==> src/sv/lztsd_pkg.sv <==
// Shared types, constants and helpers for the LZ token stream decompressor.
// Used by lztsd_front, lztsd_queue, lztsd_back and lz_token_stream_decompressor.
// Has no dependencies.
package lztsd_pkg;

  // History window size in bytes; addresses and the fill counter follow from it.
  localparam int unsigned HISTORY_DEPTH = 65536;
  localparam int unsigned HIST_AW       = $clog2(HISTORY_DEPTH);
  localparam int unsigned FILL_W        = $clog2(HISTORY_DEPTH + 1);

  // Entries of the queue between the parser and the history back end.
  localparam int unsigned QUEUE_DEPTH = 4;
  localparam int unsigned QUEUE_AW    = $clog2(QUEUE_DEPTH);
  localparam int unsigned QUEUE_CW    = $clog2(QUEUE_DEPTH + 1);

  localparam int unsigned FIELD_W     = 32;
  localparam int unsigned BYTE_W      = 8;
  localparam int unsigned ERR_W       = 3;
  localparam int unsigned IN_TDATA_W  = 8;
  localparam int unsigned OUT_TDATA_W = 16;

  localparam logic CMD_PUSH = 1'b0;
  localparam logic CMD_PULL = 1'b1;

  typedef logic [HIST_AW-1:0] hist_addr_t;
  typedef logic [FILL_W-1:0]  fill_count_t;

  typedef enum logic [ERR_W-1:0] {
    ERR_OK         = 3'd0,
    ERR_PUSH_BUSY  = 3'd1,
    ERR_DISTANCE   = 3'd2,
    ERR_EMPTY_PULL = 3'd3,
    ERR_OVERFLOW   = 3'd4,
    ERR_TRUNCATED  = 3'd5
  } err_code_t;

  // One classified word handed from the parser to the back end.
  typedef struct packed {
    logic              byte_valid;
    logic [BYTE_W-1:0] out_byte;      // literal byte, zero otherwise
    logic              is_copy;       // byte comes from history at raddr
    hist_addr_t        raddr;
    hist_addr_t        waddr;
    logic              copy_pending;
    err_code_t         error_code;
  } item_t;

  // Circular history index increment.
  function automatic hist_addr_t next_index(input hist_addr_t i);
    hist_addr_t r;
    if (i == hist_addr_t'(HISTORY_DEPTH - 1)) begin
      r = '0;
    end else begin
      r = i + hist_addr_t'(1);
    end
    return r;
  endfunction

endpackage

==> src/sv/lztsd_queue.sv <==
// Short register queue that decouples the token parser from the history back end.
// Depends on lztsd_pkg.
module lztsd_queue (
  input  logic             clk,
  input  logic             rst,
  input  logic             push,
  input  lztsd_pkg::item_t push_item,
  output logic             space,
  output logic             head_valid,
  output lztsd_pkg::item_t head_item,
  input  logic             pop
);

  localparam int unsigned QD = lztsd_pkg::QUEUE_DEPTH;
  localparam int unsigned QA = lztsd_pkg::QUEUE_AW;
  localparam int unsigned QC = lztsd_pkg::QUEUE_CW;

  lztsd_pkg::item_t entries [QD];
  logic [QA-1:0]    wr_idx;
  logic [QA-1:0]    rd_idx;
  logic [QC-1:0]    count;

  function automatic logic [QA-1:0] bump(input logic [QA-1:0] i);
    logic [QA-1:0] r;
    if (i == QA'(QD - 1)) begin
      r = '0;
    end else begin
      r = i + QA'(1);
    end
    return r;
  endfunction

  assign space      = (count != QC'(QD));
  assign head_valid = (count != '0);
  assign head_item  = entries[rd_idx];

  always_ff @(posedge clk) begin
    if (push) begin
      entries[wr_idx] <= push_item;
    end
  end

  always_ff @(posedge clk) begin
    if (rst) begin
      wr_idx <= '0;
      rd_idx <= '0;
      count  <= '0;
    end else begin
      if (push) begin
        wr_idx <= bump(wr_idx);
      end
      if (pop) begin
        rd_idx <= bump(rd_idx);
      end
      if (push && !pop) begin
        count <= count + QC'(1);
      end else if (pop && !push) begin
        count <= count - QC'(1);
      end
    end
  end

endmodule

==> config.mk <==
export PLATFORM = sky130hd
export DESIGN_NAME = lztsd_queue
export DESIGN_NICKNAME = d
export VERILOG_FILES = /design/src/sv/lztsd_pkg.sv /design/src/sv/lztsd_queue.sv
export SDC_FILE = /design/constraint.sdc
export NUM_CORES = 1
export LEC_CHECK = 0
export BUFFER_PORTS_ARGS = -buffer_cell sky130_fd_sc_hd__buf_2
export CAP_MARGIN = 10
export CORE_MARGIN = 8
export CORE_UTILIZATION = 55
export DETAILED_ROUTE_END_ITERATION = 7
export GPL_ROUTABILITY_DRIVEN = 1
export PLACE_DENSITY_LB_ADDON = 0.3
export SLEW_MARGIN = 20
export SYNTH_ARGS = -nofsm -noshare
export SYNTH_HDL_FRONTEND = slang
export SYNTH_SLANG_ARGS = --single-unit
export TNS_END_PERCENT = 30
==> constraint.sdc <==
create_clock -name clk -period 4.33 [get_ports clk]
set_clock_uncertainty 0.05 [all_clocks]
set_input_delay 0.6495 -clock clk [delete_from_list [all_inputs] [get_ports clk]]
set_output_delay 0.6495 -clock clk [all_outputs]
set_load 0.005 [all_outputs]
==> impl_metrics.json, run 1 <==
{
  "portBuffers": 97,
  "drcViolationCount": 0,
  "grt_pass1_wl_mm": 19.0,
  "clk_pin_slew_ns": 0.07,
  "cts_setup_buffers": 0,
  "ys_warn_count": 0,
  "required_ns": 3.63,
  "final-seq-area_um2": 5710,
  "synthTopCellsByCount": "edfxtp_1, mux4_2, dfxtp_1",
  "grt-ovfl-total": 0,
  "p_per_area_nw_per_um2": 487,
  "tightest_slew_ns": 0.910,
  "dp_cells": 549,
  "synth_simple_gate_area_share_pct": 1.10,
  "synth_compound_area_share_pct": 0.210,
  "synth-xor-area-share_pct": 0.245,
  "maxCapViolations": 0,
  "critPathArrivalTime_ns": 2.22,
  "grt_max_degree": 47,
  "irDropWorstVdd_uv": 269,
  "synth_flop_cell": "edfxtp_1",
  "nets": 453,
  "syn_inst": 285,
  "maxSlewHeadroom_pct": 39.3,
  "crit_buf_inv": 1,
  "setup_viol": 0,
  "grt_use_met2_pct": 23.9,
  "grt_pass1_vias": 3424,
  "leakagePower_nw": 2.88,
  "syn-num-nets": 342,
  "clock_latency_ns": 0.43,
  "synthAdderAreaFrac_pct": 1.33,
  "drt_wl_total_mm": 12.1,
  "synth_area_um2": 7140,
  "cts-root-buf": "clkbuf_16",
  "area.growth.synth_to_final_pct": 17.6,
  "setup_tns_ns": 0,
  "finalNonFillerCells": 583,
  "met3_usage_pct": 5.63,
  "r2r_cells": 4,
  "die_h_um": 130,
  "multiInputGateArea_um2": 1310,
  "cp_top_family": "flip-flops",
  "htreeDepth": 4,
  "core_area_um2": 12700,
  "synth_top_family_by_area": "multiplexers",
  "max_stage_delay_ns": 0.96,
  "layout-drive-gt1-share_pct": 43.5,
  "synth_area_leaders": "edfxtp_1, mux4_2, dfxtp_1",
  "cts_hold_buffers": 0,
  "seq_area_frac_synth_pct": 79.9,
  "cts_tree": "yes",
  "drt_iter0_markers": 321,
  "firstDrtPassIters": 5,
  "netlist.area_leader.share_pct": 77.4,
  "rrSetupSlack_ns": 2.27,
  "wl_per_cell_um": 20.7,
  "via_per_inst": 5.46,
  "status": "complete, no violations",
  "synth.avg_cell_area_um2": 25.1,
  "fp-row-count": 41,
  "cts_buffers": 17,
  "fmax_ghz": 0.342,
  "die_area_um2": 16900,
  "rsz0062_at_grt": "false",
  "period_share_pct": 67.5,
  "antenna_found_initial": 1,
  "synth_cell_type_count": 20,
  "die_w_um": 130,
  "synth.area.mux_share_pct": 15.4,
  "end_kind": "primary output",
  "io_pins": 98,
  "dp.final_hpwl_mm": 7.53,
  "cts.sinks": 193,
  "clock_path_buffers": 2,
  "yosysTopAreaCell": "edfxtp_1",
  "synthArstFlopShare_pct": 0,
  "ant_nets": 0,
  "crit_path_start_kind": "flop",
  "hold_violations": 0,
  "start_util_pct": 56.4,
  "cts_resized": 0,
  "final_max_slew_viol_count": 0,
  "synth_seq_cells": 193,
  "holdPathStages": 1,
  "slowest_stage": "dfxtp_4",
  "grt_usage_pct": 15.8,
  "crit_fanout": 46,
  "top_usage_layer": "met2",
  "synth_edf_count": 184,
  "fillers": 843,
  "yosysMostFrequentCell": "edfxtp_1",
  "vias": 3182,
  "grt_use_met1_pct": 19.7,
  "worstPathCellList": "mux4_1 > buf_2",
  "worst_hold_path_type": "primary input to flop",
  "worstSetupPathType": "flop to primary output",
  "path_depth": 2,
  "gp_congestion": 0.703,
  "min_period_ns": 2.92
}
==> cell usage in the layout, fill, tap and decap left out, types with 2 or more instances in the layout <==
cell type,Yosys,final
clkinv_4,0,3
clkbuf_16,0,17
xor2_1,2,2
diode_2,0,2
a21oi_1,2,2
or3_1,2,2
clkinvlp_4,0,2
inv_1,4,4
and2_2,0,4
dfxtp_1,9,7
edfxtp_1,184,184
buf_2,4,97
buf_4,0,5
mux4_2,40,40
mux4_1,6,6
clkinv_2,0,3
ha_1,6,6
mux2i_1,4,4
bufinv_16,0,4
nor2_1,8,8
==> registers in the layout, indices dropped and copies added (netlist names), named ones only <==
signal   count
rd_idx       2
wr_idx       2
entries    184
count        3
==> final timing paths <==
path | from | end
setup / recovery | flop | head_item[40]
hold / removal | push_item[43] | entries[3][43]$_DFFE_PP_
setup reg to reg | wr_idx[0]$_SDFFE_PP0P_ | entries[0][26]$_DFFE_PP_
hold reg to reg | count[2]$_SDFFE_PP0P_ | count[2]$_SDFFE_PP0P_
==> metal layers <==
layer | routed length, µm | part of all wire (%)
met1 | 4890 | 40
met2 | 6080 | 50
met3 | 866 | 7.2
met4 | 241 | 2.0
met5 | 13 | 0.11
==> kinds of logic after synthesis <==
logic type	Yosys count
flops	193
fa+ha+maj	7
buf+inv	14
mux	50
compound gates	3
simple gates	16
xor+xnor	2
==> where the power goes <==
group	total, W	internal (W)	switching [W]	leakage, nW
combinational	0.000293	0.000155	0.000138	0.821
clock	0.00161	0.000965	0.000644	0.298
sequential	0.00218	0.00214	0.0000483	1.77
total	0.00409	0.00326	0.000831	2.88
==> final cells by class <==
class                           instances  area share [%]
Clock inverter                         14            2.25
Sequential cell                       193            68.0
Antenna cell                            2          0.0596
Multi-Input combinational cell         78            15.6
Timing Repair Buffer                  102            6.23
Clock buffer                           18            5.11
Tap cell                              172            2.56
Inverter                                4           0.179
==> metrics by stage <==
| step | worst slack, ns | util, % | area [µm²] | power (W) | hold slack [ns] |
|---|---|---|---|---|---|
| final | 1.41 | 66.3 | 8400 | 0.00409 | 0.383 |
| after global routing | 1.22 | 66.2 | 8390 | 0.00423 | 0.361 |
| after CTS | 1.31 | 66.2 | 8390 | 0.00413 | 0.359 |
| after detailed placement | 1.78 | 61.4 | 7770 | 0.00253 | 0.455 |
| after global placement | 1.78 | 61.4 | 7770 | 0.00252 | 0.431 |
| after floorplan | 2.12 | - | 7140 | 0.00239 | 0.410 |
==> worst register-to-register path: cells and delay by family, from the launching register on <==
family / cells / cell delay (ns)
buffers and inverters: 2 / 0.49
and+or+nand+nor: 1 / 0.74
adders and majority gates: 1 / 0.13
DFF: 1 / 0.34
Note: power is estimated with default switching activity, not from simulation.
==> run 2: changes to the inputs <==
--- a/config.mk
+++ b/config.mk
@@ -5,6 +5,7 @@
 export SDC_FILE = /design/constraint.sdc
 export NUM_CORES = 1
 export LEC_CHECK = 0
+export ABC_AREA = 1
 export BUFFER_PORTS_ARGS = -buffer_cell sky130_fd_sc_hd__buf_2
 export CAP_MARGIN = 10
 export CORE_MARGIN = 8
==> constraint.sdc (replaced) <==
create_clock -name clk -period 2.7 [get_ports clk]
set_clock_uncertainty 0.05 [all_clocks]
set_input_delay 0.405 -clock clk [delete_from_list [all_inputs] [get_ports clk]]
set_output_delay 0.405 -clock clk [all_outputs]
set_load 0.005 [all_outputs]
==> impl_metrics.json, run 2 <==
{
  "status": "complete, no violations",
  "grt_max_degree": 93,
  "antenna_found_initial": 2,
  "cts_setup_buffers": 0,
  "gp_congestion": 0.751,
  "die_w_um": 131,
  "setup_tns_ns": 0,
  "start_util_pct": 55.7,
  "maxSlewHeadroom_pct": 52.9,
  "diodes": 0,
  "final_max_slew_viol_count": 0,
  "hold_ws_ns": 0.134,
  "fillers": 952,
  "drt_iter0_markers": 375,
  "synth_top_family_by_area": "compound AO/OA/AOI/OAI gates",
  "m1WireLength_mm": 6.23,
  "grt_usage_pct": 18.3,
  "layout-drive-gt1-share_pct": 22.9,
  "rsz0062_at_grt": "false",
  "syn-num-nets": 562,
  "io_pins": 98,
  "min_period_ns": 2.52,
  "slowest_stage": "clkinv_1",
  "end_kind": "primary output",
  "nets": 658,
  "max_stage_delay_ns": 0.55,
  "firstDrtPassIters": 4,
  "via_per_inst": 5.54,
  "final_cell_mix": "edfxtp_1, nor2_1, buf_2",
  "cts_resized": 0,
  "met3WireLength_um": 922,
  "hold_violations": 0,
  "wl_met2_mm": 7.55,
  "clock_path_buffers": 2,
  "cts_buffers": 17,
  "largest_register": "entries",
  "synth-xor-area-share_pct": 0,
  "synth_cell_type_count": 20,
  "leakagePower_nw": 3.06,
  "synth.avg_cell_area_um2": 14.4,
  "p_per_area_nw_per_um2": 781,
  "synthArstFlopShare_pct": 0,
  "die_h_um": 131,
  "clk_pin_slew_ns": 0.06,
  "fp-row-count": 42,
  "period_share_pct": 93.4,
  "area.growth.synth_to_final_pct": 17.7,
  "pre_cts_ws_ns": 0.615,
  "drt_wl_total_mm": 14.9,
  "yosysMostFrequentCell": "edfxtp_1",
  "clock_latency_ns": 0.42,
  "worst_hold_path_type": "primary input to flop",
  "required_ns": 2.25,
  "cts_hold_buffers": 0,
  "synth_seq_cells": 193,
  "maxCapViolations": 0,
  "drcViolationCount": 0,
  "synth_simple_gate_area_share_pct": 5.84,
  "crit_fanout": 24,
  "ys_warn_count": 0,
  "cts-root-buf": "clkbuf_16",
  "wl_per_cell_um": 18.9,
  "grt_pass1_wl_mm": 23.4,
  "synth_area_um2": 7280,
  "ant_nets": 0,
  "fin_ws_ns": 0.177,
  "synth.area.mux_share_pct": 0,
  "fmax_ghz": 0.396,
  "htreeDepth": 4,
  "synth_flop_cell": "edfxtp_1",
  "irDropWorstVdd_uv": 389,
  "worstPathCellList": "clkinv_1 > buf_12 > o21ai_0 > o22ai_1 > buf_2",
  "synthTopCellsByCount": "edfxtp_1, nor2_1, o21ai_0",
  "tightest_slew_ns": 0.702,
  "reg_top3": "entries x184, count x3",
  "final_area_um2": 8570,
  "netlist.area_leader.share_pct": 75.9,
  "synthAdderAreaFrac_pct": 1.31,
  "synth_area_leaders": "edfxtp_1, nor2_1, o21ai_0",
  "largest_register_ffs": 184,
  "core_area_um2": 13100,
  "cts.sinks": 193,
  "yosysTopAreaCell": "edfxtp_1",
  "grt-ovfl-total": 0,
  "crit_path_start_kind": "flop",
  "synth_edf_count": 184,
  "die_area_um2": 17200,
  "vias": 4368,
  "fin_util_pct": 65.5,
  "synth_compound_area_share_pct": 10.9,
  "cts_tree": "yes",
  "highest_layer": "met5",
  "worstSetupPathType": "flop to primary output",
  "mostFrequentLayoutCell": "edfxtp_1",
  "grt_pass1_vias": 4549,
  "critPathArrivalTime_ns": 2.07,
  "postPlaceCellArea_um2": 7950,
  "dp.final_hpwl_mm": 8.79,
  "seq_area_frac_synth_pct": 78.3,
  "syn_inst": 505,
  "portBuffers": 97,
  "setup_viol": 0
}
## run 2: changes by cell type after synthesis, sizes merged, moves of 9 or more
cell,change
buf,+9
inv,+13
o21ai,+95
clkbuf,+10
mux4,-46
o22ai,+46
nor2,+89
## run 2: area by class of cell
| class | count | area (µm²) | area share, % |
|---|---|---|---|
| Clock inverter | 13 | 194 | 2.26 |
| Timing Repair Buffer | 106 | 641 | 7.48 |
| Multi-Input combinational cell | 265 | 1310 | 15.3 |
| Sequential cell | 193 | 5710 | 66.6 |
| Tap cell | 176 | 220 | 2.57 |
| Inverter | 18 | 67.6 | 0.788 |
| Clock buffer | 17 | 425 | 4.96 |
## run 2: metal layers
metal / vias up / GRT usage, %
met2: 118 / 30.6
met1: 2150 / 22.2
met4: 4 / 6.82
met3: 18 / 5.46
met5: - / 0
li1: 2078 / -
## run 2: metrics by stage
step	power, W	std cells
2_1_floorplan	0.00385	505
3_3_place_gp	0.00411	758
3_5_place_dp	0.00414	758
4_1_cts	0.00674	788
5_1_grt	0.00692	788
6_report	0.00669	788
## run 2: final timing paths
kind,start,to,slack [ns],cells past startpoint
setup / recovery,flop,head_item[40],0.18,5
hold / removal,rst,wr_idx[0]$_SDFFE_PP0P_,0.13,2
hold reg to reg,wr_idx[1]$_SDFFE_PP0P_,wr_idx[1]$_SDFFE_PP0P_,0.49,2
setup reg to reg,wr_idx[0]$_SDFFE_PP0P_,entries[3][1]$_DFFE_PP_,0.97,4
## run 2: cells by family after synthesis
group / after synthesis
adder cells (fa/ha/maj): 7
AO/OA/AOI/OAI: 147
AND/OR/NAND/NOR: 111
flip-flops: 193
buffers and inverters: 47
## run 2: worst max-delay path: cells and delay by family (launching register included)
kind            cells  cell delay [ns]
buf+inv             3             1.10
compound gates      2             0.22
flops               1             0.33
## run 2: where the power goes
part | total, W | internal (W) | switching (W) | leakage, nW
sequential | 0.00345 | 0.00342 | 0.0000341 | 1.77
clock | 0.00263 | 0.00162 | 0.00101 | 0.293
combinational | 0.000612 | 0.000227 | 0.000386 | 0.998
==> run 3: changes to the inputs <==
--- a/config.mk
+++ b/config.mk
@@ -5,14 +5,13 @@
 export SDC_FILE = /design/constraint.sdc
 export NUM_CORES = 1
 export LEC_CHECK = 0
-export ABC_AREA = 1
 export BUFFER_PORTS_ARGS = -buffer_cell sky130_fd_sc_hd__buf_2
 export CAP_MARGIN = 10
 export CORE_MARGIN = 8
-export CORE_UTILIZATION = 55
+export CORE_UTILIZATION = 40
 export DETAILED_ROUTE_END_ITERATION = 7
 export GPL_ROUTABILITY_DRIVEN = 1
-export PLACE_DENSITY_LB_ADDON = 0.3
+export PLACE_DENSITY = 0.58
 export SLEW_MARGIN = 20
 export SYNTH_ARGS = -nofsm -noshare
 export SYNTH_HDL_FRONTEND = slang
==> impl_metrics.json, run 3 (synthesis results as in run 1) <==
{
  "status": "complete, no violations",
  "die_h_um": 150,
  "hold_violations": 0,
  "postPlaceCellArea_um2": 7930,
  "period_share_pct": 87.7,
  "leakagePower_nw": 2.89,
  "cts_setup_buffers": 0,
  "grt_max_degree": 32,
  "final_max_slew_viol_count": 0,
  "start_util_pct": 40.3,
  "largest_register_ffs": 184,
  "cts_hold_buffers": 0,
  "reg_top3": "entries x184, count x3",
  "max_stage_delay_ns": 0.61,
  "end_kind": "primary output",
  "fp-row-count": 49,
  "maxSlewHeadroom_pct": 65.5,
  "die_area_um2": 22400,
  "grt_pass1_wl_mm": 20.2,
  "wl_per_cell_um": 20.4,
  "cts_resized": 0,
  "setup_tns_ns": 0,
  "cts_tree": "yes",
  "clock_path_buffers": 2,
  "power.total_w": 0.00640,
  "worstSetupPathType": "flop to primary output",
  "setup_viol": 0,
  "firstDrtPassIters": 4,
  "clock_latency_ns": 0.42,
  "die_w_um": 150,
  "via_per_inst": 4.98,
  "slowest_stage": "mux4_1",
  "required_ns": 2.25,
  "drcViolationCount": 0,
  "grt-ovfl-total": 0,
  "grt_pass1_vias": 3552,
  "gp_congestion": 0.661,
  "largest_register": "entries",
  "final_cell_mix": "edfxtp_1, buf_2, mux4_2",
  "area.growth.synth_to_final_pct": 18.9,
  "crit_path_start_kind": "flop",
  "drt_iter0_markers": 192,
  "final_area_um2": 8490,
  "antenna_found_initial": 2,
  "cts-root-buf": "clkbuf_16",
  "tightest_slew_ns": 0.517,
  "irDropWorstVdd_uv": 443,
  "drt_wl_total_mm": 13.1,
  "diodes": 0,
  "vias": 3189,
  "p_per_area_nw_per_um2": 754,
  "rsz0062_at_grt": "false",
  "cts.sinks": 193,
  "crit_fanout": 21,
  "core_area_um2": 17700,
  "min_period_ns": 2.37,
  "io_pins": 98,
  "nets": 457,
  "layout-drive-gt1-share_pct": 43.7,
  "htreeDepth": 4,
  "fmax_ghz": 0.422,
  "worst_hold_path_type": "primary input to flop",
  "maxCapViolations": 0,
  "ant_nets": 0,
  "clk_pin_slew_ns": 0.07,
  "critPathArrivalTime_ns": 1.91,
  "mostFrequentLayoutCell": "edfxtp_1",
  "dp.final_hpwl_mm": 8.07,
  "cts_buffers": 17,
  "grt_usage_pct": 12.3,
  "worstPathCellList": "buf_4 > mux4_1 > buf_2",
  "portBuffers": 97
}
==> run 3: routing by layer <==
| layer | wire [µm] | GRT usage, % |
|---|---|---|
| met4 | 107 | 4.09 |
| met1 | 5760 | 15.2 |
| met3 | 778 | 4.63 |
| met5 | 23 | 0 |
| met2 | 6420 | 19.7 |
==> run 3: worst paths after layout <==
path / cells past startpoint / from / slack [ns] / end
setup / recovery: 3 / flop / 0.33 / head_item[37]
hold / removal: 1 / push_item[45] / 0.15 / entries[3][45]$_DFFE_PP_
setup reg to reg: 3 / wr_idx[0]$_SDFFE_PP0P_ / 0.94 / entries[3][42]$_DFFE_PP_
hold reg to reg: 2 / count[2]$_SDFFE_PP0P_ / 0.46 / count[2]$_SDFFE_PP0P_
==> run 3: per-stage QoR <==
stage | std cells | setup WS, ns | utilization, % | hold WS [ns]
after floorplan | 285 | 0.589 | - | 0.410
after global placement | 610 | 0.739 | 44.7 | 0.428
after detailed placement | 610 | 0.732 | 44.7 | 0.455
after CTS | 641 | 0.264 | 47.9 | 0.121
after global routing | 641 | 0.195 | 47.9 | 0.123
final | 641 | 0.332 | 47.9 | 0.146
==> run 3: worst max-delay path, delay by kind of cell, from the launching register on <==
kind | cells | cell delay, ns
flops | 1 | 0.36
buf+inv | 2 | 0.51
mux | 1 | 0.61
==> run 3: layout make-up <==
class | instances | area [µm²]
clock buffers | 19 | 433
clock inverters | 12 | 133
fillers | 1446 | 9230
inverters | 4 | 15.0
multi-input cells | 78 | 1310
flip-flops and latches | 193 | 5710
well taps | 229 | 287
repair buffers | 106 | 603
==> run 3: where the power goes <==
part	leakage, nW	internal [W]	switching, W
logic	0.854	0.000262	0.000276
registers	1.77	0.00342	0.0000377
clock network	0.272	0.00137	0.00104
