`config.mk`:
```
export PLATFORM = sky130hd
export DESIGN_NAME = lztsd_front
export DESIGN_NICKNAME = d
export VERILOG_FILES = /design/src/sv/lztsd_pkg.sv /design/src/sv/lztsd_front.sv
export SDC_FILE = /design/constraint.sdc
export NUM_CORES = 1
export LEC_CHECK = 0
export BUFFER_PORTS_ARGS = -buffer_cell sky130_fd_sc_hd__buf_2
export CORE_MARGIN = 2
export CORE_UTILIZATION = 42
export DETAILED_ROUTE_END_ITERATION = 7
export PLACE_DENSITY_LB_ADDON = 0.12
export SLEW_MARGIN = 20
export SYNTH_ARGS = -nofsm -noshare
export SYNTH_HDL_FRONTEND = slang
export SYNTH_SLANG_ARGS = --single-unit
```
`constraint.sdc`:
```
create_clock -name clk -period 4.8 [get_ports clk]
set_input_delay 0.96 -clock clk [delete_from_list [all_inputs] [get_ports clk]]
set_output_delay 0.96 -clock clk [all_outputs]
set_load 0.05 [all_outputs]
```
`src/sv/lztsd_pkg.sv`:
```
// Shared types, constants and helpers for the LZ token stream decompressor.
// Used by lztsd_front, lztsd_queue, lztsd_back and lz_token_stream_decompressor.
// Has no dependencies.
package lztsd_pkg;

  // History window size in bytes; addresses and the fill counter follow from it.
  localparam int unsigned HISTORY_DEPTH = 65536;
  localparam int unsigned HIST_AW       = $clog2(HISTORY_DEPTH);
  localparam int unsigned FILL_W        = $clog2(HISTORY_DEPTH + 1);

  // Entries of the queue between the parser and the history back end.
  localparam int unsigned QUEUE_DEPTH = 4;
  localparam int unsigned QUEUE_AW    = $clog2(QUEUE_DEPTH);
  localparam int unsigned QUEUE_CW    = $clog2(QUEUE_DEPTH + 1);

  localparam int unsigned FIELD_W     = 32;
  localparam int unsigned BYTE_W      = 8;
  localparam int unsigned ERR_W       = 3;
  localparam int unsigned IN_TDATA_W  = 8;
  localparam int unsigned OUT_TDATA_W = 16;

  localparam logic CMD_PUSH = 1'b0;
  localparam logic CMD_PULL = 1'b1;

  typedef logic [HIST_AW-1:0] hist_addr_t;
  typedef logic [FILL_W-1:0]  fill_count_t;

  typedef enum logic [ERR_W-1:0] {
    ERR_OK         = 3'd0,
    ERR_PUSH_BUSY  = 3'd1,
    ERR_DISTANCE   = 3'd2,
    ERR_EMPTY_PULL = 3'd3,
    ERR_OVERFLOW   = 3'd4,
    ERR_TRUNCATED  = 3'd5
  } err_code_t;

  // One classified word handed from the parser to the back end.
  typedef struct packed {
    logic              byte_valid;
    logic [BYTE_W-1:0] out_byte;      // literal byte, zero otherwise
    logic              is_copy;       // byte comes from history at raddr
    hist_addr_t        raddr;
    hist_addr_t        waddr;
    logic              copy_pending;
    err_code_t         error_code;
  } item_t;

  // Circular history index increment.
  function automatic hist_addr_t next_index(input hist_addr_t i);
    hist_addr_t r;
    if (i == hist_addr_t'(HISTORY_DEPTH - 1)) begin
      r = '0;
    end else begin
      r = i + hist_addr_t'(1);
    end
    return r;
  endfunction

endpackage

```
`src/sv/lztsd_front.sv`:
```
// Token parser front end: takes one command word per cycle while the queue has space,
// tracks the token state, pointers and counters, and emits one classified item per word.
// Depends on lztsd_pkg.
module lztsd_front (
  input  logic                                  clk,
  input  logic                                  rst,
  input  logic                                  in_valid,
  output logic                                  in_ready,
  input  logic                                  in_command,
  input  logic [lztsd_pkg::BYTE_W-1:0]          in_byte,
  input  logic                                  in_last,
  input  logic                                  space,
  output logic                                  push,
  output lztsd_pkg::item_t                      push_item
);

  typedef enum logic [2:0] {
    PH_TOKEN      = 3'd0,
    PH_LIT_HDR    = 3'd1,
    PH_LIT_DATA   = 3'd2,
    PH_MATCH_HDR  = 3'd3,
    PH_MATCH_DIST = 3'd4,
    PH_COPY       = 3'd5
  } phase_t;

  localparam int unsigned FW = lztsd_pkg::FIELD_W;
  localparam int unsigned FL = lztsd_pkg::FILL_W;

  phase_t                        phase, phase_next;
  logic [2:0]                    hdr_left, hdr_left_next;
  logic [2:0]                    dist_left, dist_left_next;
  logic [FW-1:0]                 len_count, len_count_next;
  logic [FW-1:0]                 dist_value, dist_value_next;
  lztsd_pkg::hist_addr_t         wr_ptr, wr_ptr_next;
  lztsd_pkg::fill_count_t        filled, filled_next;
  lztsd_pkg::hist_addr_t         copy_src, copy_src_next;
  logic                          ovf, ovf_next;
  logic                          restart_pend, restart_pend_next;

  logic                          fire;
  logic                          finish;
  logic [FL-1:0]                 wp_ext;
  logic [FL-1:0]                 dist_lo;
  logic [FL-1:0]                 src_calc;
  lztsd_pkg::err_code_t          err;

  assign in_ready = space;
  assign fire     = in_valid && space;
  assign push     = fire;

  assign wp_ext  = FL'(wr_ptr);

  always_comb begin
    phase_next        = phase;
    hdr_left_next     = hdr_left;
    dist_left_next    = dist_left;
    len_count_next    = len_count;
    dist_value_next   = dist_value;
    wr_ptr_next       = wr_ptr;
    filled_next       = filled;
    copy_src_next     = copy_src;
    ovf_next          = ovf;
    restart_pend_next = restart_pend;
    finish            = 1'b0;
    dist_lo           = '0;
    src_calc          = '0;
    err               = lztsd_pkg::ERR_OK;
    push_item         = '0;

    if (in_command == lztsd_pkg::CMD_PULL) begin
      if (phase != PH_COPY) begin
        err = lztsd_pkg::ERR_EMPTY_PULL;
      end else begin
        push_item.byte_valid = 1'b1;
        push_item.is_copy    = 1'b1;
        push_item.raddr      = copy_src;
        push_item.waddr      = wr_ptr;
        wr_ptr_next   = lztsd_pkg::next_index(wr_ptr);
        copy_src_next = lztsd_pkg::next_index(copy_src);
        if (filled != FL'(lztsd_pkg::HISTORY_DEPTH)) begin
          filled_next = filled + FL'(1);
        end
        len_count_next = len_count - FW'(1);
        if (len_count == FW'(1)) begin
          phase_next = PH_TOKEN;
          if (restart_pend) begin
            phase_next        = PH_TOKEN;
            hdr_left_next     = '0;
            dist_left_next    = '0;
            len_count_next    = '0;
            dist_value_next   = '0;
            wr_ptr_next       = '0;
            filled_next       = '0;
            copy_src_next     = '0;
            ovf_next          = 1'b0;
            restart_pend_next = 1'b0;
          end
        end
      end
    end else if (phase == PH_COPY) begin
      err = lztsd_pkg::ERR_PUSH_BUSY;
    end else begin
      unique case (phase)
        PH_TOKEN: begin
          len_count_next  = '0;
          dist_value_next = '0;
          ovf_next        = 1'b0;
          if (!in_byte[7]) begin
            // Literal: five length bits, then up to three more length bytes.
            len_count_next = FW'(in_byte[4:0]);
            hdr_left_next  = {1'b0, in_byte[6:5]};
            if (in_byte[6:5] != 2'd0) begin
              phase_next = PH_LIT_HDR;
            end else if (in_byte[4:0] != 5'd0) begin
              phase_next = PH_LIT_DATA;
            end else begin
              phase_next = PH_TOKEN;
            end
          end else begin
            hdr_left_next  = in_byte[5:3];
            dist_left_next = in_byte[2:0];
            if (in_byte[5:3] != 3'd0) begin
              phase_next = PH_MATCH_HDR;
            end else if (in_byte[2:0] != 3'd0) begin
              phase_next = PH_MATCH_DIST;
            end else begin
              finish = 1'b1;
            end
          end
        end
        PH_LIT_HDR: begin
          len_count_next = {len_count[FW-9:0], in_byte};
          hdr_left_next  = hdr_left - 3'd1;
          if (hdr_left == 3'd1) begin
            phase_next = (len_count_next != '0) ? PH_LIT_DATA : PH_TOKEN;
          end
        end
        PH_LIT_DATA: begin
          push_item.byte_valid = 1'b1;
          push_item.out_byte   = in_byte;
          push_item.waddr      = wr_ptr;
          wr_ptr_next = lztsd_pkg::next_index(wr_ptr);
          if (filled != FL'(lztsd_pkg::HISTORY_DEPTH)) begin
            filled_next = filled + FL'(1);
          end
          len_count_next = len_count - FW'(1);
          if (len_count == FW'(1)) begin
            phase_next = PH_TOKEN;
          end
        end
        PH_MATCH_HDR: begin
          len_count_next = {len_count[FW-9:0], in_byte};
          if (len_count[FW-1:FW-8] != 8'd0) begin
            ovf_next = 1'b1;
            err      = lztsd_pkg::ERR_OVERFLOW;
          end
          hdr_left_next = hdr_left - 3'd1;
          if (hdr_left == 3'd1) begin
            if (dist_left != 3'd0) begin
              phase_next = PH_MATCH_DIST;
            end else begin
              finish = 1'b1;
            end
          end
        end
        PH_MATCH_DIST: begin
          dist_value_next = {dist_value[FW-9:0], in_byte};
          if (dist_value[FW-1:FW-8] != 8'd0) begin
            ovf_next = 1'b1;
            err      = lztsd_pkg::ERR_OVERFLOW;
          end
          dist_left_next = dist_left - 3'd1;
          if (dist_left == 3'd1) begin
            finish = 1'b1;
          end
        end
        default: begin
          phase_next = PH_TOKEN;
        end
      endcase

      // All match fields are in: drop it, reject it, or arm the copy.
      if (finish) begin
        // Source of a copy: write pointer minus distance, wrapped into the window.
        dist_lo  = dist_value_next[FL-1:0];
        src_calc = (wp_ext >= dist_lo) ? (wp_ext - dist_lo)
                                       : (wp_ext + FL'(lztsd_pkg::HISTORY_DEPTH) - dist_lo);
        phase_next = PH_TOKEN;
        if (ovf_next || (len_count_next == '0)) begin
          ovf_next       = 1'b0;
          len_count_next = '0;
        end else if ((dist_value_next == '0) || (dist_value_next > FW'(filled))) begin
          len_count_next = '0;
          err            = lztsd_pkg::ERR_DISTANCE;
        end else begin
          copy_src_next = src_calc[lztsd_pkg::HIST_AW-1:0];
          phase_next    = PH_COPY;
        end
      end

      if (in_last) begin
        if (phase_next == PH_COPY) begin
          restart_pend_next = 1'b1;
        end else begin
          if (phase_next != PH_TOKEN) begin
            err = lztsd_pkg::ERR_TRUNCATED;
          end
          phase_next        = PH_TOKEN;
          hdr_left_next     = '0;
          dist_left_next    = '0;
          len_count_next    = '0;
          dist_value_next   = '0;
          wr_ptr_next       = '0;
          filled_next       = '0;
          copy_src_next     = '0;
          ovf_next          = 1'b0;
          restart_pend_next = 1'b0;
        end
      end
    end

    push_item.copy_pending = (phase_next == PH_COPY);
    push_item.error_code   = err;
  end

  always_ff @(posedge clk) begin
    if (rst) begin
      phase        <= PH_TOKEN;
      hdr_left     <= '0;
      dist_left    <= '0;
      len_count    <= '0;
      dist_value   <= '0;
      wr_ptr       <= '0;
      filled       <= '0;
      copy_src     <= '0;
      ovf          <= 1'b0;
      restart_pend <= 1'b0;
    end else if (fire) begin
      phase        <= phase_next;
      hdr_left     <= hdr_left_next;
      dist_left    <= dist_left_next;
      len_count    <= len_count_next;
      dist_value   <= dist_value_next;
      wr_ptr       <= wr_ptr_next;
      filled       <= filled_next;
      copy_src     <= copy_src_next;
      ovf          <= ovf_next;
      restart_pend <= restart_pend_next;
    end
  end

  // A copy in progress always has bytes left to pull.
  a_copy_len : assert property (@(posedge clk) disable iff (rst)
    (phase == PH_COPY) |-> (len_count != '0))
    else $error("copy armed with zero length");

  // The deferred restart only exists while a copy is running.
  a_restart_in_copy : assert property (@(posedge clk) disable iff (rst)
    restart_pend |-> (phase == PH_COPY))
    else $error("deferred restart outside a copy");

  // The fill count never passes the window size.
  a_fill_bound : assert property (@(posedge clk) disable iff (rst)
    filled <= FL'(lztsd_pkg::HISTORY_DEPTH))
    else $error("history fill count out of range");

endmodule

```
==> impl_metrics.csv, run 1 <==
group,metric,value,unit
run_status,status,"complete, no violations",
floorplan,row_count,57,
sta,fin_skew,16.1,ps
placement,port_buffers,61,
clock_network,cts_tree,"built",
floorplan,die_w,160,um
logic_synthesis,synth_warnings,0,
pwr,ir_worst_vdd,171,uV
sta,fin_crit,4720,ps
worst_setup_path,cp-start-kind,"flip-flop",
hold_path,worstHoldPathCells,2,
hold_path,hold_class,"reg -> reg",
worst_setup_path,critical_path_required,3840,ps
sta,post-route-period-util,98.4,%
pwr,combPwrFrac,25.1,%
sta,tns,0,ps
worst_setup_path,r2r-end,"dist_value[26]",
worst_setup_path,critPathMaxStageDelay,540,ps
cells_and_area,design_area,12300,sq um
logic_synthesis,synth_cells,1479,
worst_setup_path,r2r_cells,11,
cells_and_area,final_common_cell,"nand2_1",
worst_setup_path,worstSetupPathType,"reg -> out",
global_route,grt_pass1_vias,10753,
global_route,antenna_found_initial,0,
detailed_routing,vias_per_cell,6.25,
worst_setup_path,path_cells,"or4_4 -> buf_4 -> o311ai_2 -> o41ai_1 -> a311oi_1 -> nand3_1 -> nor3_2 -> nand4_1 -> o21ai_4 -> nand3_4 -> a311oi_4 -> buf_6",
clock_network,hold_buffers,0,
logic_synthesis,synth_seq_cells,124,
floorplan,die_h,160,um
logic_synthesis,synth_edf_count,0,
global_route,gr-total-overflow,0,
pwr,power.share.clock,41.9,%
clock_network,h-tree-depth,4,
floorplan,initial_core_util,42.5,%
placement,placed_cells,1837,
logic_synthesis,netlist_area,10200,sq um
clock_network,insertion_delay,430,ps
cells_and_area,fin_cells,1890,
logic_synthesis,synth-async-reset-ratio,0,%
pwr,sw_frac_of_total,32.9,%
detailed_routing,wirelength,38400,um
worst_setup_path,crit_fanout,7,
clock_network,cts_root_buf,"clkbuf_16",
sta,drv_slew,0,
global_route,grt_max_degree,52,
detailed_routing,wire_per_inst,20.3,um
sta,rsz0062_at_grt,"true",
sta,finalHoldViolCount,0,
cells_and_area,layout_common_cells,"160 x nand2_1, 127 x nor2_1, 118 x a21oi_1",
pwr,cellInternalPower,2.17,mW
clock_network,clock-sinks,124,
logic_synthesis,avgSynthCellArea,6.92,sq um
worst_setup_path,worstPathArrival,3760,ps
worst_setup_path,endpoint_kind,"primary output",
logic_synthesis,synth_top_flop_cell,"dfxtp_1",
sta,slew_headroom,35.6,%
sta,fmaxAchievable,212,MHz
global_route,grt_usage,29.1,%
pwr,p_switching,1.06,mW
logic_synthesis,synthesis.nets,1540,
logic_synthesis,ys_seq_area_share,24.3,%
job,max_cap_viol_count,0,
placement,placed_cell_area,11300,sq um
clock_network,path_clk_slew,60,ps
global_route,grt_pass1_wl,60100,um
worst_setup_path,crit_path_top_delay_cell,"or4_4",
detailed_routing,vias,11818,
detailed_routing,drtIter0Drc,1167,
sta,setup_viol,0,
clock_network,cts_buffers,17,
floorplan,die-area,25600,sq um
detailed_routing,dr.pass1.iters,5,
pwr,power_density,262,nW/um^2
cells_and_area,final_nets,1615,
floorplan,io_pins,62,
detailed_routing,ant_nets,0,
hold_path,min_to,"dist_value[27]",
cells_and_area,antenna_cells,0,
detailed_routing,drc,0,
cells_and_area,drive_gt1_share,18.9,%
hold_path,min_from,"dist_value[27]",
placement,hpwlAfterDp,27000,um
clock_network,cts_max_path_buffers,2,
sta,worst_slew_pin_slew,965,ps
worst_setup_path,r2r_slack,410,ps
placement,place.gp.congestion,0.932,
worst_setup_path,timing.rr.start,"len_count[26]",
floorplan,coreArea,24100,sq um
pwr,leakage,4.87,nW
logic_synthesis,ys_types,78,
cells_and_area,area_growth,20.4,%
pwr,seq_power_share,33.0,%
## repair_timing
item	4_1_cts	5_1_grt
gates resized for setup	17	54
cloned	0	0
setup buffers	3	19
endpoints found under the setup margin	3	4
pin swaps	7	26
## power groups by stage
| stage | clock network [mW] | registers, mW | logic (mW) |
|---|---|---|---|
| floorplan | 0 | 1.07 | 0.478 |
| global placement | 0 | 1.08 | 0.711 |
| detailed placement | 0 | 1.08 | 0.713 |
| CTS | 1.37 | 1.06 | 0.730 |
| global route | 1.41 | 1.07 | 0.871 |
| finish | 1.35 | 1.06 | 0.812 |
## cell usage after synthesis, types with 5 or more instances
master     count  share of area (%)
nand2_1      161                5.9
nor2_1       128                4.7
dfxtp_1      124                 24
a21oi_1      122                6.0
o21ai_0      109                5.3
clkbuf_1     101                3.7
nor3_1        71                3.5
inv_1         60                2.2
nand3_1       50                2.4
and3_1        46                2.8
ha_1          46                5.6
a31oi_1       34                2.1
nor2b_1       34                2.1
a22oi_1       29                2.1
nor4_1        28                1.7
nand4_1       22                1.3
a221oi_1      18                1.5
o31ai_1       17                1.2
a21o_1        16                1.2
a211oi_1      15                1.1
o2bb2ai_1     15                1.3
nor3b_1       14                1.0
buf_2         13               0.64
nand2b_1      13               0.79
o22ai_1       13               0.79
or2_2         12               0.73
or3_1         12               0.73
and2_1        11               0.67
o211ai_1       9               0.66
a311oi_1       8               0.68
o221a_2        8               0.88
xnor2_1        8               0.68
o21a_1         7               0.51
or4_1          7               0.51
buf_1          6               0.22
mux2i_1        6               0.59
a41oi_1        5               0.43
o311ai_0       5               0.43
## critical path: cells and delay by family, from the launching register on
kind	cells	cell delay, ps
simple gates	5	1290
compound gates	5	1290
buf+inv	2	400
flops	1	350
## cell type report
| cell class | instances | area (sq um) |
|---|---|---|
| inverters | 62 | 235 |
| clock inverters | 13 | 166 |
| multi-input cells | 1170 | 7330 |
| fillers | 2494 | 11800 |
| well taps | 324 | 405 |
| clock buffers | 18 | 429 |
| flip-flops and latches | 124 | 2500 |
| repair buffers | 179 | 1260 |
## worst max path at each step
stage / from / to / slack, ps
3_5_place_dp: in_byte[0] / dist_value[21] / 8
5_1_grt: len_count[0] / push_item[2] / -60
3_3_place_gp: in_byte[0] / dist_value[27] / 70
4_1_cts: len_count[0] / push_item[2] / 2
6_report: len_count[4] / push_item[2] / 80
2_1_floorplan: phase[2] / push_item[2] / 7
## registers in the layout, indices dropped and copies added (netlist names)
signal,flops
wr_ptr,16
len_count,32
restart_pend,1
phase,3
copy_src,16
hdr_left,3
dist_left,3
filled,17
ovf,1
dist_value,32
## stage by stage
step           setup WS, ps  utilization, %  total power, mW  hold slack, ps
3_5_place_dp           7.70            46.9             1.80             452
6_report               75.2            51.1             3.23             459
5_1_grt               -60.6            51.1             3.35             476
4_1_cts                1.51            49.7             3.16             460
3_3_place_gp           70.5            46.9             1.79             446
2_1_floorplan          6.98               -             1.55             442
## metal layers
| metal | track usage (%) | wire length [um] |
|---|---|---|
| met5 | 0 | 0 |
| met4 | 10.1 | 1200 |
| met3 | 4.86 | 2920 |
| met2 | 46.2 | 17400 |
| met1 | 39.9 | 16900 |
## kinds of logic (layout without fill, tap and decap cells)
kind of cell | count (synthesis) | count (layout) | synth area share (%)
muxes | 6 | 6 | 0.587
DFF | 124 | 124 | 24.3
and+or+nand+nor | 630 | 630 | 31.0
AOI/OAI and AO/OA | 475 | 475 | 30.2
buffers and inverters | 185 | 272 | 7.09
xor gates and xnor gates | 12 | 12 | 1.03
adders and majority gates | 47 | 47 | 5.82
No activity file was read; power rests on OpenSTA's default activity.
==> inputs of run 2 (changes only) <==
--- a/config.mk
+++ b/config.mk
@@ -9,7 +9,9 @@
 export CORE_MARGIN = 2
 export CORE_UTILIZATION = 42
 export DETAILED_ROUTE_END_ITERATION = 7
+export MAX_ROUTING_LAYER = met4
 export PLACE_DENSITY_LB_ADDON = 0.12
+export SETUP_SLACK_MARGIN = 0.15
 export SLEW_MARGIN = 20
 export SYNTH_ARGS = -nofsm -noshare
 export SYNTH_HDL_FRONTEND = slang
==> run 2 against run 1 <==
Clock skew barely moved. Power is 1.5% higher. Design area grew 2.1%. Global-route usage up 1.4 points. Core utilization grew 1.1 points. Via count increased by 1.7%. Fmax is essentially flat. First-iteration DRC count decreased by 0.77%. Sequential share of layout area is 0.38 points lower. Clock-buffer cell count did not move. Critical endpoint unchanged. Wire length rose by 0.77%.
==> impl_metrics.csv, run 2 (same netlist as run 1, synthesis figures left out) <==
group,metric,value,unit
worst_setup_path,critPathMaxStageDelay,520,ps
sta,post-route-period-util,98.5,%
clock_network,cts_root_buf,"clkbuf_16",
worst_setup_path,crit_path_top_delay_cell,"or4_4",
floorplan,coreArea,24100,sq um
cells_and_area,area_growth,22.8,%
cells_and_area,final_nets,1640,
clock_network,cts_tree,"built",
cells_and_area,reg_top3,"dist_value: 32 flops, len_count: 32 flops, filled: 17 flops",
cells_and_area,drive_gt1_share,20.7,%
pwr,ir_worst_vdd,216,uV
hold_path,worstHoldPathCells,2,
worst_setup_path,critical_path_required,3840,ps
worst_setup_path,endpoint_kind,"primary output",
sta,fin_crit,4730,ps
clock_network,clock-sinks,124,
floorplan,die_w,160,um
job,max_cap_viol_count,0,
clock_network,h-tree-depth,4,
sta,timing.final.ws_setup,71.3,ps
pwr,total_power,3.28,mW
detailed_routing,drtIter0Drc,1158,
pwr,power_density,261,nW/um^2
cells_and_area,design_area,12600,sq um
global_route,grt_max_degree,58,
sta,fin_skew,16.5,ps
global_route,gr-total-overflow,0,
global_route,antenna_found_initial,1,
worst_setup_path,timing.rr.start,"len_count[1]",
sta,worst_slew_pin_slew,860,ps
placement,dp_slack,31.4,ps
sta,fmaxAchievable,211,MHz
pwr,leakage,5.01,nW
floorplan,die-area,25600,sq um
worst_setup_path,path_cells,"buf_6 -> or4_4 -> or4_4 -> a21o_1 -> a21oi_2 -> nand4_1 -> nor4_4 -> nand4bb_1 -> buf_4 -> o21ai_4 -> nand3_4 -> a311oi_4 -> buf_6",
placement,placed_cells,1854,
floorplan,die_h,160,um
detailed_routing,wirelength,38700,um
worst_setup_path,r2r-end,"filled[14]",
placement,place.gp.congestion,0.960,
placement,port_buffers,61,
cells_and_area,fin_cells,1916,
detailed_routing,vias,12024,
hold_path,min_from,"dist_value[31]",
detailed_routing,wire_per_inst,20.2,um
placement,hpwlAfterDp,27000,um
sta,rsz0062_at_grt,"true",
placement,placed_cell_area,11400,sq um
hold_path,min_to,"dist_value[31]",
detailed_routing,vias_per_cell,6.28,
sta,setup_viol,0,
floorplan,row_count,57,
clock_network,cts_max_path_buffers,2,
floorplan,io_pins,62,
floorplan,initial_core_util,42.5,%
cells_and_area,final_common_cell,"nand2_1",
worst_setup_path,r2r_cells,16,
clock_network,hold_buffers,0,
hold_path,hold_class,"reg -> reg",
sta,finalHoldViolCount,0,
global_route,grt_pass1_wl,61200,um
worst_setup_path,crit_fanout,5,
detailed_routing,drc,0,
sta,drv_slew,0,
worst_setup_path,worstSetupPathType,"reg -> out",
global_route,grt_usage,30.4,%
sta,slew_headroom,42.7,%
run_status,status,"complete, no violations",
sta,holdWs,460,ps
cells_and_area,fill_cells,2465,
clock_network,insertion_delay,430,ps
clock_network,path_clk_slew,60,ps
clock_network,cts_buffers,17,
worst_setup_path,cp-start-kind,"flip-flop",
detailed_routing,dr.pass1.iters,6,
global_route,grt_pass1_vias,11040,
cells_and_area,layout_common_cells,"156 x nand2_1, 130 x buf_4, 125 x nor2_1",
worst_setup_path,r2r_slack,430,ps
detailed_routing,ant_nets,0,
worst_setup_path,worstPathArrival,3770,ps
## run 2: cell count changes in the layout (fill, tap and decap cells not counted), sizes merged
cell / change
clkinvlp: -1
or3b: +1
clkinv: +2
inv: -1
diode: +1
buf: +24
## run 2: power breakdown
part / switching (mW) / internal, mW / total [mW]
clock: 0.538 / 0.832 / 1.37
sequential: 0.0203 / 1.04 / 1.06
combinational: 0.509 / 0.341 / 0.850
total: 1.07 / 2.21 / 3.28
## run 2: stage by stage
stage                     utilization, %  setup TNS (ps)
after floorplan                        -               0
after global placement              47.4               0
after detailed placement            47.4               0
after CTS                           51.1               0
after global routing                52.2           -57.8
final                               52.2               0
## run 2: worst max path at each step
| stage | start | to | slack [ps] | depth (start not counted) |
|---|---|---|---|---|
| 6_report | len_count[1] | push_item[2] | 70 | 13 |
| 5_1_grt | len_count[1] | push_item[2] | -50 | 13 |
| 4_1_cts | len_count[7] | push_item[2] | 100 | 12 |
| 3_5_place_dp | len_count[0] | push_item[2] | 30 | 13 |
| 3_3_place_gp | in_byte[5] | dist_value[29] | 90 | 17 |
| 2_1_floorplan | phase[2] | push_item[3] | 150 | 23 |
## run 2: final cells by class
cell class / count / area (sq um) / area share (%)
multi-input combinational: 1171 / 7360 / 58.5
clock inverter: 13 / 168 / 1.33
inverter: 62 / 235 / 1.87
antenna: 1 / 2.50 / 0.0199
clock buffer: 18 / 439 / 3.49
tap: 324 / 405 / 3.22
sequential: 124 / 2500 / 19.9
timing repair buffer: 203 / 1470 / 11.7
## run 2: repair_timing
item / 4_1_cts / 5_1_grt
setup endpoints to repair: 5 / 24
pin swaps: 12 / 6
resized for setup: 37 / 49
cloned: 1 / 1
setup buffers: 19 / 9
hold endpoints to repair: 0 / 0
## run 2: worst max-delay path, delay by kind of cell, from the launching register on
kind / cells / cell delay [ps]
flops: 1 / 340
buf+inv: 3 / 520
simple gates: 6 / 1640
compound gates: 4 / 830
## run 2: routing by layer
| metal | GRT usage, % | part of all wire, % | vias up |
|---|---|---|---|
| met5 | - | 0 | - |
| met4 | 10.9 | 3.3 | 0 |
| met3 | 5.12 | 8.4 | 100 |
| met2 | 46.7 | 45 | 589 |
| met1 | 40.4 | 43 | 5661 |
| li1 | - | - | 5674 |
==> inputs of run 3 (changes only) <==
--- a/config.mk
+++ b/config.mk
@@ -7,7 +7,8 @@
 export LEC_CHECK = 0
 export BUFFER_PORTS_ARGS = -buffer_cell sky130_fd_sc_hd__buf_2
 export CORE_MARGIN = 2
-export CORE_UTILIZATION = 42
+export CORE_UTILIZATION = 50
+export CTS_BUF_LIST = sky130_fd_sc_hd__clkbuf_8
 export DETAILED_ROUTE_END_ITERATION = 7
 export MAX_ROUTING_LAYER = met4
 export PLACE_DENSITY_LB_ADDON = 0.12
==> run 3 against run 2 <==
The run now ends with design-rule violations left. Critical path type unchanged. Critical endpoint unchanged. Flip-flop and latch count unchanged. Fmax down 0.71%. Register-to-register slack better by 140 ps. Hold slack better by 4.6 ps. Critical path depth down 2. Sequential share of layout area up 0.74 points. Wire length down 2.0%. Largest power group is now registers.
==> impl_metrics.csv, run 3 (same netlist as run 1, synthesis figures left out) <==
group,metric,value,unit
run_status,status,"finished, violations left",
run_status,violations,"design-rule violations",
pwr,cellInternalPower,1.74,mW
sta,holdWs,465,ps
cells_and_area,final_common_cell,"nand2_1",
pwr,ir_worst_vdd,173,uV
clock_network,path_clk_slew,90,ps
sta,rsz0062_at_grt,"true",
cells_and_area,final_nets,1623,
clock_network,cts_buffers,17,
sta,slew_headroom,37.4,%
floorplan,die-area,21600,sq um
clock_network,hold_buffers,0,
sta,fmaxAchievable,210,MHz
floorplan,coreArea,20200,sq um
cells_and_area,layout_common_cells,"158 x nand2_1, 126 x nor2_1, 118 x buf_4",
pwr,leakage,4.81,nW
sta,setup_viol,0,
sta,fin_skew,26.4,ps
sta,finalHoldViolCount,0,
floorplan,die_h,147,um
cells_and_area,reg_top3,"dist_value: 32 flops, len_count: 32 flops, filled: 17 flops",
global_route,grt_pass1_vias,11391,
hold_path,hold_class,"reg -> reg",
global_route,antenna_found_initial,0,
floorplan,io_pins,62,
pwr,power.share.clock,33.6,%
worst_setup_path,cp-start-kind,"flip-flop",
worst_setup_path,critical_path_required,3840,ps
clock_network,insertion_delay,480,ps
worst_setup_path,crit_fanout,7,
placement,place.gp.congestion,1.00,
worst_setup_path,worstPathArrival,3800,ps
detailed_routing,wirelength,37900,um
cells_and_area,fin_util,60.0,%
sta,tns,0,ps
worst_setup_path,worstSetupStartpoint,"len_count[4]",
placement,placed_cells,1793,
global_route,gr-total-overflow,0,
pwr,power_density,233,nW/um^2
floorplan,initial_core_util,50.8,%
clock_network,cts_root_buf,"clkbuf_8",
detailed_routing,drc,2,
placement,hpwlAfterDp,26600,um
detailed_routing,wire_per_inst,20.6,um
job,max_cap_viol_count,0,
detailed_routing,ant_nets,0,
cells_and_area,fill_cells,1977,
detailed_routing,vias,12107,
cells_and_area,fin_cells,1845,
sta,drv_slew,0,
pwr,sw_frac_of_total,38.4,%
hold_path,min_from,"dist_value[27]",
detailed_routing,drtIter0Drc,1500,
pwr,combPwrFrac,28.7,%
worst_setup_path,endpoint_kind,"primary output",
cells_and_area,area_growth,18.2,%
cells_and_area,multi_input_area,7330,sq um
cells_and_area,seq_area,2500,sq um
detailed_routing,dr.pass1.iters,8,
detailed_routing,vias_per_cell,6.56,
pwr,seq_power_share,37.7,%
floorplan,row_count,52,
cells_and_area,drive_gt1_share,19.4,%
cells_and_area,antenna_cells,0,
clock_network,clock-sinks,124,
sta,post-route-period-util,99.2,%
global_route,grt_pass1_wl,60400,um
global_route,grt_usage,35.5,%
sta,worst_slew_pin_slew,934,ps
sta,fin_crit,4760,ps
worst_setup_path,worstSetupPathType,"reg -> out",
pwr,total_power,2.82,mW
clock_network,h-tree-depth,4,
placement,port_buffers,61,
global_route,grt_max_degree,47,
floorplan,die_w,147,um
pwr,p_switching,1.09,mW
worst_setup_path,timing.rr.start,"len_count[4]",
clock_network,cts_max_path_buffers,2,
clock_network,cts_tree,"built",
[run 3: critical path: stages, from the launching register on]
cell       delay, ps
dfxtp_2          360
or4_4            560
buf_6            170
o311ai_1         290
o311ai_1         210
or3_1            400
nor4_4           360
nand4bb_4        180
o21ai_4          210
nand3_4          110
a311oi_4         290
buf_6            200
[run 3: final timing paths]
kind	cells past startpoint	endpoint	slack (ps)
setup reg to reg	13	len_count[8]	570
hold / removal	2	dist_value[27]	460
hold reg to reg	2	dist_value[27]	460
setup / recovery	11	push_item[2]	40
[run 3: layout make-up]
cell class,instances,area share [%]
timing repair buffer,186,10.9
multi-input combinational,1171,60.6
sequential,124,20.6
clock buffer,17,1.93
clock inverter,15,1.23
tap,270,2.79
inverter,62,1.92
[run 3: through the flow]
stage	instance area [sq um]	setup WS, ps
after global placement	11300	167
after CTS	11900	11.6
after global routing	12100	-50.9
after floorplan	10400	146
after detailed placement	11300	114
final	12100	37.4
[run 3: what timing repair did]
action | 4_1_cts | 5_1_grt
cloned | 1 | 0
resized for setup | 31 | 33
buffers inserted | 10 | 9
endpoints found under the hold margin | 0 | 0
pin swaps | 12 | 15
endpoints found under the setup margin | 4 | 4
[run 3: metal layers]
layer | routed length [um] | track usage, % | vias to the layer above
met5 | 0 | - | -
met3 | 3220 | 5.00 | 150
met2 | 17100 | 55.6 | 632
li1 | - | - | 5636
met4 | 1670 | 16.3 | 0
met1 | 15900 | 45.4 | 5689
[run 3: power by group through the flow]
stage | registers (mW) | clock network [mW] | logic, mW
after CTS | 1.06 | 0.960 | 0.753
after detailed placement | 1.08 | 0 | 0.714
after floorplan | 1.07 | 0 | 0.485
after global placement | 1.08 | 0 | 0.711
final | 1.06 | 0.949 | 0.811
after global routing | 1.07 | 1.00 | 0.866
